--- src/rtl/core/websocket_frame_deframer_defines.svh ---
// Assertion macros for the deframer modules; only wsd_parser uses them.
`ifndef WEBSOCKET_FRAME_DEFRAMER_DEFINES_SVH
`define WEBSOCKET_FRAME_DEFRAMER_DEFINES_SVH

// Same-cycle implication, checked on i_clk while out of reset.
`define WSD_ASSERT_IMP(label, ante, cons, msg) \
    label: assert property (@(posedge i_clk) disable iff (!i_rst_n) \
        (ante) |-> (cons)) else $error(msg);

// Next-cycle implication, checked on i_clk while out of reset.
`define WSD_ASSERT_NEXT(label, ante, cons, msg) \
    label: assert property (@(posedge i_clk) disable iff (!i_rst_n) \
        (ante) |=> (cons)) else $error(msg);

`endif

--- src/rtl/core/wsd_pkg.sv ---
// Types and constants shared by the deframer modules.
package wsd_pkg;

    localparam logic [1:0] ST_OK         = 2'd0;
    localparam logic [1:0] ST_LEN64      = 2'd1;
    localparam logic [1:0] ST_INCOMPLETE = 2'd2;

    localparam logic [6:0] LEN_EXT16     = 7'd126;
    localparam logic [6:0] LEN_EXT64     = 7'd127;
    localparam logic [3:0] OPC_DATA_MAX  = 4'd2;

    typedef struct packed {
        logic [7:0] data_byte;
        logic       end_of_buffer;
    } t_in_item;

    typedef struct packed {
        logic       has_data;
        logic [7:0] payload_byte;
        logic [1:0] frame_opcode;
        logic       last_of_frame;
        logic [1:0] status;
    } t_result;

endpackage

--- src/rtl/core/wsd_in_stage.sv ---
// Input register that holds one received byte until the parser takes it.
module wsd_in_stage (
    input  logic              i_clk,
    input  logic              i_rst_n,
    input  logic              i_valid,
    output logic              o_ready,
    input  wsd_pkg::t_in_item i_item,
    input  logic              i_advance,
    output logic              o_valid,
    output wsd_pkg::t_in_item o_item
);

    logic              r_valid;
    wsd_pkg::t_in_item r_item;
    logic              w_load;

    assign o_ready = !r_valid || i_advance;
    assign w_load  = i_valid && o_ready;
    assign o_valid = r_valid;
    assign o_item  = r_item;

    always_ff @(posedge i_clk) begin
        if (!i_rst_n) begin
            r_valid <= 1'b0;
        end else if (w_load) begin
            r_valid <= 1'b1;
        end else if (i_advance) begin
            r_valid <= 1'b0;
        end
    end

    always_ff @(posedge i_clk) begin
        if (w_load) begin
            r_item <= i_item;
        end
    end

endmodule

--- src/rtl/core/wsd_parser.sv ---
// Frame header state machine, payload unmasking and result formation.
`include "websocket_frame_deframer_defines.svh"

module wsd_parser (
    input  logic              i_clk,
    input  logic              i_rst_n,
    input  logic              i_valid,
    input  wsd_pkg::t_in_item i_item,
    input  logic              i_advance,
    output logic              o_res_valid,
    output wsd_pkg::t_result  o_res
);

    typedef enum logic [5:0] {
        PH_HDR0    = 6'b000001,
        PH_HDR1    = 6'b000010,
        PH_LEN     = 6'b000100,
        PH_KEY     = 6'b001000,
        PH_PAYLOAD = 6'b010000,
        PH_DISCARD = 6'b100000
    } t_phase;

    t_phase      r_phase,       n_phase;
    logic [1:0]  r_sub_count,   n_sub_count;
    logic        r_fin,         n_fin;
    logic [3:0]  r_opcode,      n_opcode;
    logic        r_masked,      n_masked;
    logic [7:0]  r_length_high, n_length_high;
    logic [15:0] r_bytes_left,  n_bytes_left;
    logic [31:0] r_mask_key,    n_mask_key;
    logic [1:0]  r_key_index,   n_key_index;

    logic        w_is_data;
    logic        w_after_len;
    logic        w_start_pay;
    logic        w_emit;
    logic [15:0] w_left_dec;
    logic [7:0]  w_key_byte;
    logic [6:0]  w_len;
    logic [7:0]  w_b;
    wsd_pkg::t_result w_res;

    assign w_b        = i_item.data_byte;
    assign w_len      = w_b[6:0];
    assign w_is_data  = r_fin && (r_opcode <= wsd_pkg::OPC_DATA_MAX);
    assign w_left_dec = r_bytes_left - 16'd1;

    always_comb begin
        case (r_key_index)
            2'd0:    w_key_byte = r_mask_key[31:24];
            2'd1:    w_key_byte = r_mask_key[23:16];
            2'd2:    w_key_byte = r_mask_key[15:8];
            default: w_key_byte = r_mask_key[7:0];
        endcase
    end

    always_comb begin
        n_phase       = r_phase;
        n_sub_count   = r_sub_count;
        n_fin         = r_fin;
        n_opcode      = r_opcode;
        n_masked      = r_masked;
        n_length_high = r_length_high;
        n_bytes_left  = r_bytes_left;
        n_mask_key    = r_mask_key;
        n_key_index   = r_key_index;
        w_after_len   = 1'b0;
        w_start_pay   = 1'b0;
        w_emit        = 1'b0;
        w_res         = '0;

        case (r_phase)
            PH_HDR1: begin
                n_masked = w_b[7];
                if (w_len == wsd_pkg::LEN_EXT64) begin
                    w_emit       = 1'b1;
                    w_res.status = wsd_pkg::ST_LEN64;
                    n_phase      = PH_DISCARD;
                end else if (w_len == wsd_pkg::LEN_EXT16) begin
                    n_phase     = PH_LEN;
                    n_sub_count = 2'd0;
                end else begin
                    n_bytes_left = {9'd0, w_len};
                    w_after_len  = 1'b1;
                end
            end
            PH_LEN: begin
                if (r_sub_count == 2'd0) begin
                    n_length_high = w_b;
                    n_sub_count   = 2'd1;
                end else begin
                    n_bytes_left = {r_length_high, w_b};
                    w_after_len  = 1'b1;
                end
            end
            PH_KEY: begin
                n_mask_key = {r_mask_key[23:0], w_b};
                if (r_sub_count == 2'd3) begin
                    w_start_pay = 1'b1;
                end else begin
                    n_sub_count = r_sub_count + 2'd1;
                end
            end
            PH_PAYLOAD: begin
                n_bytes_left = w_left_dec;
                n_key_index  = r_key_index + 2'd1;
                if (w_is_data) begin
                    w_emit              = 1'b1;
                    w_res.has_data      = 1'b1;
                    w_res.payload_byte  = w_b ^ w_key_byte;
                    w_res.last_of_frame = (w_left_dec == 16'd0);
                end
                if (w_left_dec == 16'd0) begin
                    n_phase = PH_HDR0;
                end
            end
            PH_DISCARD: begin
                n_phase = PH_DISCARD;
            end
            default: begin
                // First header byte; also recovers from any illegal phase code.
                n_fin         = w_b[7];
                n_opcode      = w_b[3:0];
                n_masked      = 1'b0;
                n_length_high = 8'd0;
                n_bytes_left  = 16'd0;
                n_mask_key    = 32'd0;
                n_key_index   = 2'd0;
                n_sub_count   = 2'd0;
                n_phase       = PH_HDR1;
            end
        endcase

        if (w_after_len) begin
            if (n_masked) begin
                n_phase     = PH_KEY;
                n_sub_count = 2'd0;
            end else begin
                w_start_pay = 1'b1;
            end
        end

        if (w_start_pay) begin
            n_key_index = 2'd0;
            if (n_bytes_left == 16'd0) begin
                // An empty final data frame still produces one end-of-frame marker.
                n_phase = PH_HDR0;
                if (w_is_data) begin
                    w_emit              = 1'b1;
                    w_res.last_of_frame = 1'b1;
                end
            end else begin
                n_phase = PH_PAYLOAD;
            end
        end

        if (i_item.end_of_buffer) begin
            if (n_phase != PH_HDR0 && n_phase != PH_DISCARD) begin
                w_emit       = 1'b1;
                w_res        = '0;
                w_res.status = wsd_pkg::ST_INCOMPLETE;
            end
            n_phase = PH_HDR0;
        end

        // The opcode reported is that of the frame in hand when it is a final data frame.
        if (n_fin && (n_opcode <= wsd_pkg::OPC_DATA_MAX)) begin
            w_res.frame_opcode = n_opcode[1:0];
        end else begin
            w_res.frame_opcode = 2'd0;
        end
    end

    assign o_res_valid = i_valid && w_emit;
    assign o_res       = w_res;

    always_ff @(posedge i_clk) begin
        if (!i_rst_n) begin
            r_phase <= PH_HDR0;
        end else if (i_advance) begin
            r_phase <= n_phase;
        end
    end

    // The frame fields are always rewritten by the first header byte before use.
    always_ff @(posedge i_clk) begin
        if (i_advance) begin
            r_sub_count   <= n_sub_count;
            r_fin         <= n_fin;
            r_opcode      <= n_opcode;
            r_masked      <= n_masked;
            r_length_high <= n_length_high;
            r_bytes_left  <= n_bytes_left;
            r_mask_key    <= n_mask_key;
            r_key_index   <= n_key_index;
        end
    end

    `WSD_ASSERT_IMP(a_payload_nonempty, r_phase == PH_PAYLOAD, r_bytes_left != 16'd0,
        "payload phase entered with no bytes left")
    `WSD_ASSERT_NEXT(a_eob_returns_idle, i_advance && i_item.end_of_buffer,
        r_phase == PH_HDR0, "end of buffer did not return the parser to the header")
    `WSD_ASSERT_IMP(a_error_has_no_data, o_res_valid && o_res.status != wsd_pkg::ST_OK,
        !o_res.has_data && o_res.payload_byte == 8'd0, "error transaction carries data")
    `WSD_ASSERT_IMP(a_data_from_payload, o_res_valid && o_res.has_data,
        r_phase == PH_PAYLOAD, "payload byte produced outside the payload phase")

endmodule

--- src/rtl/core/wsd_out_stage.sv ---
// Result register that holds one result until the downstream side takes it.
module wsd_out_stage (
    input  logic             i_clk,
    input  logic             i_rst_n,
    input  logic             i_load,
    input  wsd_pkg::t_result i_res,
    input  logic             i_ready,
    output logic             o_valid,
    output logic             o_free,
    output wsd_pkg::t_result o_res
);

    logic             r_valid;
    wsd_pkg::t_result r_res;

    assign o_valid = r_valid;
    assign o_free  = !r_valid || i_ready;
    assign o_res   = r_res;

    always_ff @(posedge i_clk) begin
        if (!i_rst_n) begin
            r_valid <= 1'b0;
        end else if (i_load) begin
            r_valid <= 1'b1;
        end else if (i_ready) begin
            r_valid <= 1'b0;
        end
    end

    always_ff @(posedge i_clk) begin
        if (i_load) begin
            r_res <= i_res;
        end
    end

endmodule

--- src/rtl/core/websocket_frame_deframer.sv ---
// WebSocket receive deframer: one input byte per transaction, unmasked payload bytes out.
// Throughput is one byte per clock cycle unless output back-pressure stalls it; a byte
// passes through an input register, then a single pass of header parsing and payload
// unmasking, and into the result register, which presents the result. Only payload
// bytes of final data frames, empty-frame markers and status reports (64-bit length,
// incomplete frame) produce an output transaction; all other bytes are consumed
// silently. Back-pressure on the output only stalls the input when the result register
// is full and not being taken.
module websocket_frame_deframer (
    input  logic       i_clk,
    input  logic       i_rst_n,
    input  logic       i_in_valid,
    output logic       o_in_ready,
    input  logic [7:0] i_data_byte,
    input  logic       i_end_of_buffer,
    output logic       o_out_valid,
    input  logic       i_out_ready,
    output logic       o_has_data,
    output logic [7:0] o_payload_byte,
    output logic [1:0] o_frame_opcode,
    output logic       o_last_of_frame,
    output logic [1:0] o_status
);

    wsd_pkg::t_in_item w_in_item;
    wsd_pkg::t_in_item w_stage_item;
    wsd_pkg::t_result  w_res;
    wsd_pkg::t_result  w_out_res;
    logic              w_stage_valid;
    logic              w_res_valid;
    logic              w_out_free;
    logic              w_advance;

    assign w_in_item.data_byte     = i_data_byte;
    assign w_in_item.end_of_buffer = i_end_of_buffer;

    // A held byte moves on whenever the result register can take whatever it yields.
    assign w_advance = w_stage_valid && w_out_free;

    wsd_in_stage u_in_stage (
        .i_clk     (i_clk),
        .i_rst_n   (i_rst_n),
        .i_valid   (i_in_valid),
        .o_ready   (o_in_ready),
        .i_item    (w_in_item),
        .i_advance (w_advance),
        .o_valid   (w_stage_valid),
        .o_item    (w_stage_item)
    );

    wsd_parser u_parser (
        .i_clk       (i_clk),
        .i_rst_n     (i_rst_n),
        .i_valid     (w_stage_valid),
        .i_item      (w_stage_item),
        .i_advance   (w_advance),
        .o_res_valid (w_res_valid),
        .o_res       (w_res)
    );

    wsd_out_stage u_out_stage (
        .i_clk   (i_clk),
        .i_rst_n (i_rst_n),
        .i_load  (w_advance && w_res_valid),
        .i_res   (w_res),
        .i_ready (i_out_ready),
        .o_valid (o_out_valid),
        .o_free  (w_out_free),
        .o_res   (w_out_res)
    );

    assign o_has_data      = w_out_res.has_data;
    assign o_payload_byte  = w_out_res.payload_byte;
    assign o_frame_opcode  = w_out_res.frame_opcode;
    assign o_last_of_frame = w_out_res.last_of_frame;
    assign o_status        = w_out_res.status;

endmodule
--- config.mk ---
export PLATFORM = sky130hd
export DESIGN_NAME = websocket_frame_deframer
export DESIGN_NICKNAME = d
export VERILOG_FILES = /design/src/rtl/core/wsd_pkg.sv /design/src/rtl/core/wsd_in_stage.sv /design/src/rtl/core/wsd_parser.sv /design/src/rtl/core/wsd_out_stage.sv /design/src/rtl/core/websocket_frame_deframer.sv
export VERILOG_INCLUDE_DIRS = /design/src /design/src/rtl/core
export SDC_FILE = /design/constraint.sdc
export NUM_CORES = 1
export LEC_CHECK = 0
export ABC_AREA = 1
export ABC_CLOCK_PERIOD_IN_PS = 4700
export BUFFER_PORTS_ARGS = -buffer_cell sky130_fd_sc_hd__buf_2
export CORE_ASPECT_RATIO = 0.8
export CORE_UTILIZATION = 33
export CTS_BUF_LIST = sky130_fd_sc_hd__clkbuf_8
export DETAILED_ROUTE_END_ITERATION = 8
export PLACE_DENSITY_LB_ADDON = 0.3
export SETUP_SLACK_MARGIN = 0.05
export SLEW_MARGIN = 30
export SYNTH_ARGS = -nofsm -noshare
export SYNTH_HDL_FRONTEND = slang
export SYNTH_SLANG_ARGS = --single-unit
--- constraint.sdc ---
create_clock -name i_clk -period 4.7 [get_ports i_clk]
set_input_delay 0.47 -clock i_clk [delete_from_list [all_inputs] [get_ports i_clk]]
set_output_delay 0.47 -clock i_clk [all_outputs]
set_load 0.01 [all_outputs]
Yosys cells after proc, flatten, opt, wreduce, memory -nomap -nowiden

Cells that the tools add are included.

Word-level logic and storage cells: 127
Register bits after elaboration: 97
Bits of input ports: 13

Bitwise operators: 3
Equal/unequal tests: 14
Muxes and demuxes: 59
Magnitude comparators: 2
Add/sub/neg operators: 3
Reductions and logical operators: 28

Operators by type and width:

| cell                                                                              | count |
|---|---|
| 16-bit case mux with 4 select lines                                               | 1 |
| 32-bit case mux with 2 select lines                                               | 1 |
| 16-bit 2-to-1 mux                                                                 | 3 |
| 6-bit 2-to-1 mux                                                                  | 7 |
| 16-bit logical NOT                                                                | 2 |
| 14-bit 2-to-1 mux                                                                 | 2 |
| 1-bit 2-to-1 mux                                                                  | 26 |
| 6-bit case mux with 4 select lines                                                | 1 |
| 8-bit case mux with 3 select lines                                                | 1 |
| 9-bit 2-to-1 mux                                                                  | 2 |
| 8-bit case mux with 2 select lines                                                | 1 |
| 4-bit OR reduction                                                                | 4 |
| 16-bit by 1-bit subtractor with 16-bit output (second input constant)             | 1 |
| 7-bit == test (second input constant)                                             | 2 |
| 2-bit 2-to-1 mux                                                                  | 6 |
| 4-bit by 2-bit less-or-equal comparator with 1-bit output (second input constant) | 2 |
| 8-bit 2-to-1 mux                                                                  | 1 |
| 2-bit case mux with 4 select lines                                                | 1 |
| 8-bit XOR                                                                         | 1 |
| 1-bit logical AND                                                                 | 7 |
| 6-bit by 2-bit == test with 1-bit output (second input constant)                  | 1 |
| 6-bit by 3-bit == test with 1-bit output (second input constant)                  | 1 |
| 6-bit by 4-bit == test with 1-bit output (second input constant)                  | 1 |
| 6-bit by 5-bit == test with 1-bit output (second input constant)                  | 1 |
| other kinds (20)                                                                  | 33 |

Logic depth before layout (Yosys ltp)

Depth in word-level cells: 14
Gate-level depth with buffers: 18
Mapped depth without buffers: 18

By module

From an unflattened synthesis, not the netlist that was laid out.

Cells, all modules: 624
Area total of the unflattened synthesis: 5535.3 um2

Modules (own cells, without submodules):

| module                   | cells an instance | area each (um2) | instances |
|---|---|---|---|
| wsd_parser               | 584               | 4729.5          | 1 |
| wsd_out_stage            | 20                | 466.7           | 1 |
| wsd_in_stage             | 16                | 321.6           | 1 |
| websocket_frame_deframer | 4                 | 17.5            | 1 |

Worst setup path before layout

OpenSTA, ideal clock, no wires.

Path kind: input-to-reg
From: in i_out_ready
To: reg u_parser.r_mask_key[0], enable pin
Path slack: 1.405 ns
Stages: 6
Library setup time: 0.421 ns
Data arrival time: 2.873 ns
Cells stage by stage: inv_1 > nand2_1 > nand2_1 > inv_1 > nand3_1 > nor2_1

Word-level cells in the longest chain between the ends: 3

Ends and longest elaborated chain:

| element                              | RTL line                       | RTL |
|---|---|---|
| start, declared                      | websocket_frame_deframer.sv:17 | `input logic i_out_ready,` |
| 1-bit logical OR                     | wsd_out_stage.sv:17            | `assign o_free = !r_valid \|\| i_ready;` |
| 1-bit logical AND                    | websocket_frame_deframer.sv:38 | `assign w_advance = w_stage_valid && w_out_free;` |
| named net u_in_stage.i_advance       | wsd_in_stage.sv:8              | `input logic i_advance,` |
| 2-bit AND reduction (no source line) | --                             |  |
| end signal, assigned                 | wsd_parser.sv:194              | `r_mask_key <= n_mask_key;` |
| end, declared                        | wsd_parser.sv:30               | `logic [31:0] r_mask_key, n_mask_key;` |

The timed path passes the listed nets, and every way through them passes these cells.
A chain may end at the register's enable or synchronous reset.

Worst setup path in the final report

From: reg u_parser.r_bytes_left[1]
To: reg u_out_stage.r_res (netlist bit u_out_stage.o_res[13]), enable pin

RTL lines:

| element                                                                   | RTL line                       | RTL |
|---|---|---|
| start, declared                                                           | wsd_parser.sv:29               | `logic [15:0] r_bytes_left, n_bytes_left;` |
| start signal, assigned                                                    | wsd_parser.sv:193              | `r_bytes_left <= n_bytes_left;` |
| 16-bit by 1-bit subtractor with 16-bit output *                           | wsd_parser.sv:46               | `assign w_left_dec = r_bytes_left - 16'd1;` |
| 16-bit case mux with 4 select lines *                                     | wsd_parser.sv:72               | `case (r_phase)` |
| named net u_parser.n_bytes_left[6]                                        | wsd_parser.sv:29               |  |
| 16-bit logical NOT *                                                      | wsd_parser.sv:145              | `if (n_bytes_left == 16'd0) begin` |
| 5-bit 2-to-1 mux                                                          | wsd_parser.sv:145              |  |
| 6-bit 2-to-1 mux                                                          | wsd_parser.sv:143              | `if (w_start_pay) begin` |
| 6-bit by 1-bit != test with 1-bit output or 6-bit != test (tied branches) | wsd_parser.sv:158              | `if (n_phase != PH_HDR0 && n_phase != PH_DISCARD) begin` |
| 1-bit logical AND                                                         | wsd_parser.sv:158              |  |
| 1-bit 2-to-1 mux                                                          | wsd_parser.sv:158              |  |
| 1-bit 2-to-1 mux *                                                        | wsd_parser.sv:157              | `if (i_item.end_of_buffer) begin` |
| 1-bit logical AND *                                                       | wsd_parser.sv:174              | `assign o_res_valid = i_valid && w_emit;` |
| 1-bit logical AND *                                                       | websocket_frame_deframer.sv:64 | `.i_load (w_advance && w_res_valid),` |
| named net u_out_stage.i_load                                              | wsd_out_stage.sv:5             | `input logic i_load,` |
| end signal, assigned                                                      | wsd_out_stage.sv:32            | `r_res <= i_res;` |
| end, declared                                                             | wsd_out_stage.sv:14            | `wsd_pkg::t_result r_res;` |

The timed path passes the listed nets; every way through them passes the cells marked *.

==> results by stage <==
Run status:
- The run finished with clean final reports.

Pwr:
- The sequential share of power is 57.8%.
- The power per cell area is around 280 nW/µm².
- The design draws between 1.5 and 2 mW.
- The static leakage is between 2 and 3 nW.
- The maximum ir drop on the vdd rail is between 0.00015 and 0.0002 V.
- The internal portion of the total power is ~1.3 mW.
- Per report_power, the combinational group accounts for a little under 7% of the total.
- The share of total power consumed by net switching is roughly a quarter.
- The net switching power figure is between 0.4 and 0.5 mW.
- The share of total power in the clock network is between 30% and 40%.

STA:
- The worst-margin pin slew is around 0.64 ns.
- Across all setup checks in the final design, the least slack found is 1.531 ns.
- The maximum frequency from static timing analysis is 315.5 MHz.
- The final critical delay including setup and external delays is 3.169 ns.
- The worst-case headroom to the max-slew limit is a little under three fifths.
- Setup repair after global routing left no endpoint under its margin.
- The post-route clock skew is approximately 0.011 ns.
- The final hold violation count is 0.
- The summed negative setup slack over all endpoints is 0 ns.
- Setup violations remaining at the end of the flow were counted as 0.
- The final critical path takes up between 60 and 70% of the cycle.
- The max-slew violation total from the final report is 0.

Setup path:
- STA classifies the critical path startpoint as a flip-flop.
- The endpoint type of the worst setup path is a flip-flop.
- For the worst setup path, the data required time is between 4 and 5 ns.
- The setup path with the least slack is of type reg2reg.
- The critical path data arrival time is 3.18 ns.
- The maximum fanout along the worst path is 14.

Clocking:
- The number of buffers on the longest clock path is 2.
- The H-tree generated during clock tree synthesis spans 3 levels.
- The CTS tree is yes.
- The total number of clock tree sinks is 97.
- Buffers inserted during clock tree synthesis total 9.
- After clock tree synthesis, the clock-pin slew on the worst setup and hold paths is ~0.10 ns.
- Clock latency on the worst-skew pair, taken at its later pin, is approximately 0.38 ns.
- Buffers inserted to repair hold after CTS numbered 0.
- Buffers added to address setup during post-CTS repair amount to 0.
- In this run the clock root is driven by a clkbuf_8.
- The post-cts sizing count is 0.

Floorplanning:
- For this configuration, the core starts out at a cell density of about a third.
- For this design the top-level I/O count stands at 29.
- The die is 145.8 µm wide.
- The floorplan step defined a die boundary enclosing roughly 17000 µm².
- The die boundary height is 117.0 µm.
- The core region is around 16000 µm².
- The number of cell rows is 41.

Placement:
- Summed over all nets, the half-perimeter wirelength after detailed placement is slightly below 10000 µm.
- Timing analysis after detailed placement gives a worst setup slack of 1.572 ns.
- The last weighted congestion value of the routability-driven placer is about 0.88.
- The cell area after placement is roughly 5800 µm².
- Buffers placed on the I/O ports in this run total 28.

Routing:
- The via density per instance is 4.993.
- After detailed routing, the average wire length per cell comes to 15.22 µm.
- The violation count after the first detailed-route iteration is roughly 370.
- The overall routed net length is ~13000 µm.
- The vias after detailed routing is ~4400.
- The number of detailed-route iterations in the first pass is 5.
- The count of nets left with antenna violations after detail routing is 0.
- The DRC violation count after routing is 0.

Cells and area:
- After routing the design area is between 6000 and 7000 µm².
- Cells with a size suffix above 1 make up between 10% and 20% of the layout.
- Relative to the synthesized area, the layout overhead comes to 10.62%.
- The count of fill cells added during filler insertion is approximately 1600.
- The final layout net count is ~670.
- The number of diodes added for antenna fixing is 0.

Synth:
- The sequential share of the synthesized area is around half.
- The primary flip-flop cell chosen by synthesis mapping is edfxtp_1.
- The synthesized netlist net count is ~640.
- The number of synthesized flops with an enable pin is 89.
- The synthesized cell area is around 5500 µm².
- The mean cell area of the mapped netlist is between 8 and 9 µm².
- The number of flip-flops and latches in the synthesized netlist is between 90 and 100.
- Counting every instance in the synthesized netlist gives about 630.
- For this run, the number of Yosys warnings is 0.
- After synthesis, the netlist uses 40 different library cells.
- After synthesis, the share of flip-flops with an asynchronous set or reset is 0%.

Global route:
- The residual overflow from global routing is 0.
- The first-pass GRT wire length is approximately 21000 µm.
- The global-route usage over all layers is approximately 16%.
- Entering global routing, the biggest net connects 37 pins.
- The initial antenna violation count is 0.
- The via count of the first global-routing pass was 4181.

Flow run:
- The max-cap check violation count is 0.

Min path:
- The worst min-delay path class is in2reg.
## critical path, stage by stage (launching register included)
cell      delay (ns)
edfxtp_1        0.43
inv_1           0.16
ha_1            0.28
nand2_1         0.15
o21ai_0         0.17
nand2_1         0.09
nand2_1         0.07
nand4_1         0.11
nor2_1          0.28
nand3_1         0.11
nor2_1          0.10
nand3_1         0.09
nand2_1         0.08
inv_1           0.04
nand2_1         0.05
nand2_1         0.07
inv_1           0.50
## area by class of cell
type,instances,area (µm²),share of cell area [%]
clock buffer,9,123.9,2.052
inverter,85,319.1,5.286
timing repair buffer,30,155.1,2.570
clock inverter,6,91.34,1.513
tap,215,269.0,4.457
sequential,97,2833,46.93
multi-input combinational,431,2245,37.19
## routing by layer
metal | global-route usage [%] | routed length, µm
met1 | 22.75 | 6471
met2 | 24.75 | 5807
met3 | 3.411 | 803
met4 | 5.965 | 205
met5 | 0 | 0
## synth_stat cells, types with 3 or more instances
library cell  number  area share [%]
xor2_1             9             1.4
nand2_1          133             9.1
o21ai_0           22             2.0
a21oi_1           23             2.1
buf_1              3            0.21
ha_1               6             1.4
o221ai_1           8             1.3
nor3_1             5            0.46
o211ai_1           9             1.2
nor2_4             8             1.7
nand2_2            7            0.80
inv_2             12            0.83
edfxtp_1          89              49
nor2_2             8            0.92
nand3_2            4            0.73
nand4_1           11             1.3
nand3_1           36             3.3
nand2_4            6             1.2
nand3b_1           6            0.83
o21ai_1            4            0.37
clkbuf_1           3            0.21
inv_1             71             4.9
nor2_1           111             7.6
dfxtp_1            8             2.9
## final timing paths
kind	start	depth (start not counted)	slack (ns)	endpoint
min	i_data_byte[6]	1	0.26	u_in_stage.o_item[7]
max	u_parser.r_bytes_left[1]	16	1.53	u_out_stage.o_res[13]
min reg2reg	u_out_stage.o_valid	2	0.53	u_out_stage.o_valid
max reg2reg	u_parser.r_bytes_left[1]	16	1.53	u_out_stage.o_res[13]
## power groups by stage
stage	Sequential [mW]	Combinational (mW)	Clock [mW]
after floorplan	1.01	0.0844	0
after global placement	1.01	0.117	0
after detailed placement	1.01	0.119	0
after CTS	0.993	0.120	0.619
after global routing	0.996	0.135	0.643
final	0.993	0.119	0.606
## logic make-up after synthesis
logic type / after synthesis / share of synthesized area [%]
AOI/OAI and AO/OA: 72 / 7.934
and+or+nand+nor: 343 / 30.08
adders and majority gates: 6 / 1.376
xor gates and xnor gates: 10 / 1.605
buffers and inverters: 97 / 7.086
DFF: 97 / 51.91
## metrics by stage
step,std cells,util (%),hold WS [ns]
after floorplan,625,-,0.5042
after global placement,858,36.45,0.5152
after detailed placement,858,36.48,0.5173
after CTS,873,37.83,0.2462
after global routing,873,37.83,0.2381
final,873,37.83,0.2582
## registers in the layout (all words and copies together), names as in the netlist
register                cells
u_parser.r_phase            6
u_out_stage.o_valid         1
u_in_stage.o_item           9
u_parser.r_length_high      8
u_parser.r_sub_count        2
u_parser.r_fin              1
u_parser.r_bytes_left      16
u_parser.r_mask_key        32
u_parser.r_key_index        2
u_out_stage.o_res          14
u_in_stage.o_valid          1
u_parser.r_opcode           4
u_parser.r_masked           1
## cells in the final DEF (no fill, tap or decap), drive strengths merged
cell type	count
nand2	146
nand4	12
clkbuf	9
or2	2
bufinv	2
inv	84
o221ai	8
a211oi	1
a21boi	2
nor3	5
buf	30
o21ai	26
and2	1
clkinvlp	3
xnor2	1
o221a	1
dfxtp	8
xor2	9
nand3b	6
o31ai	1
clkinv	2
edfxtp	89
nand3	42
ha	6
nor2	129
a21oi	24
o211ai	9
No activity file was read; power rests on OpenSTA's default activity.
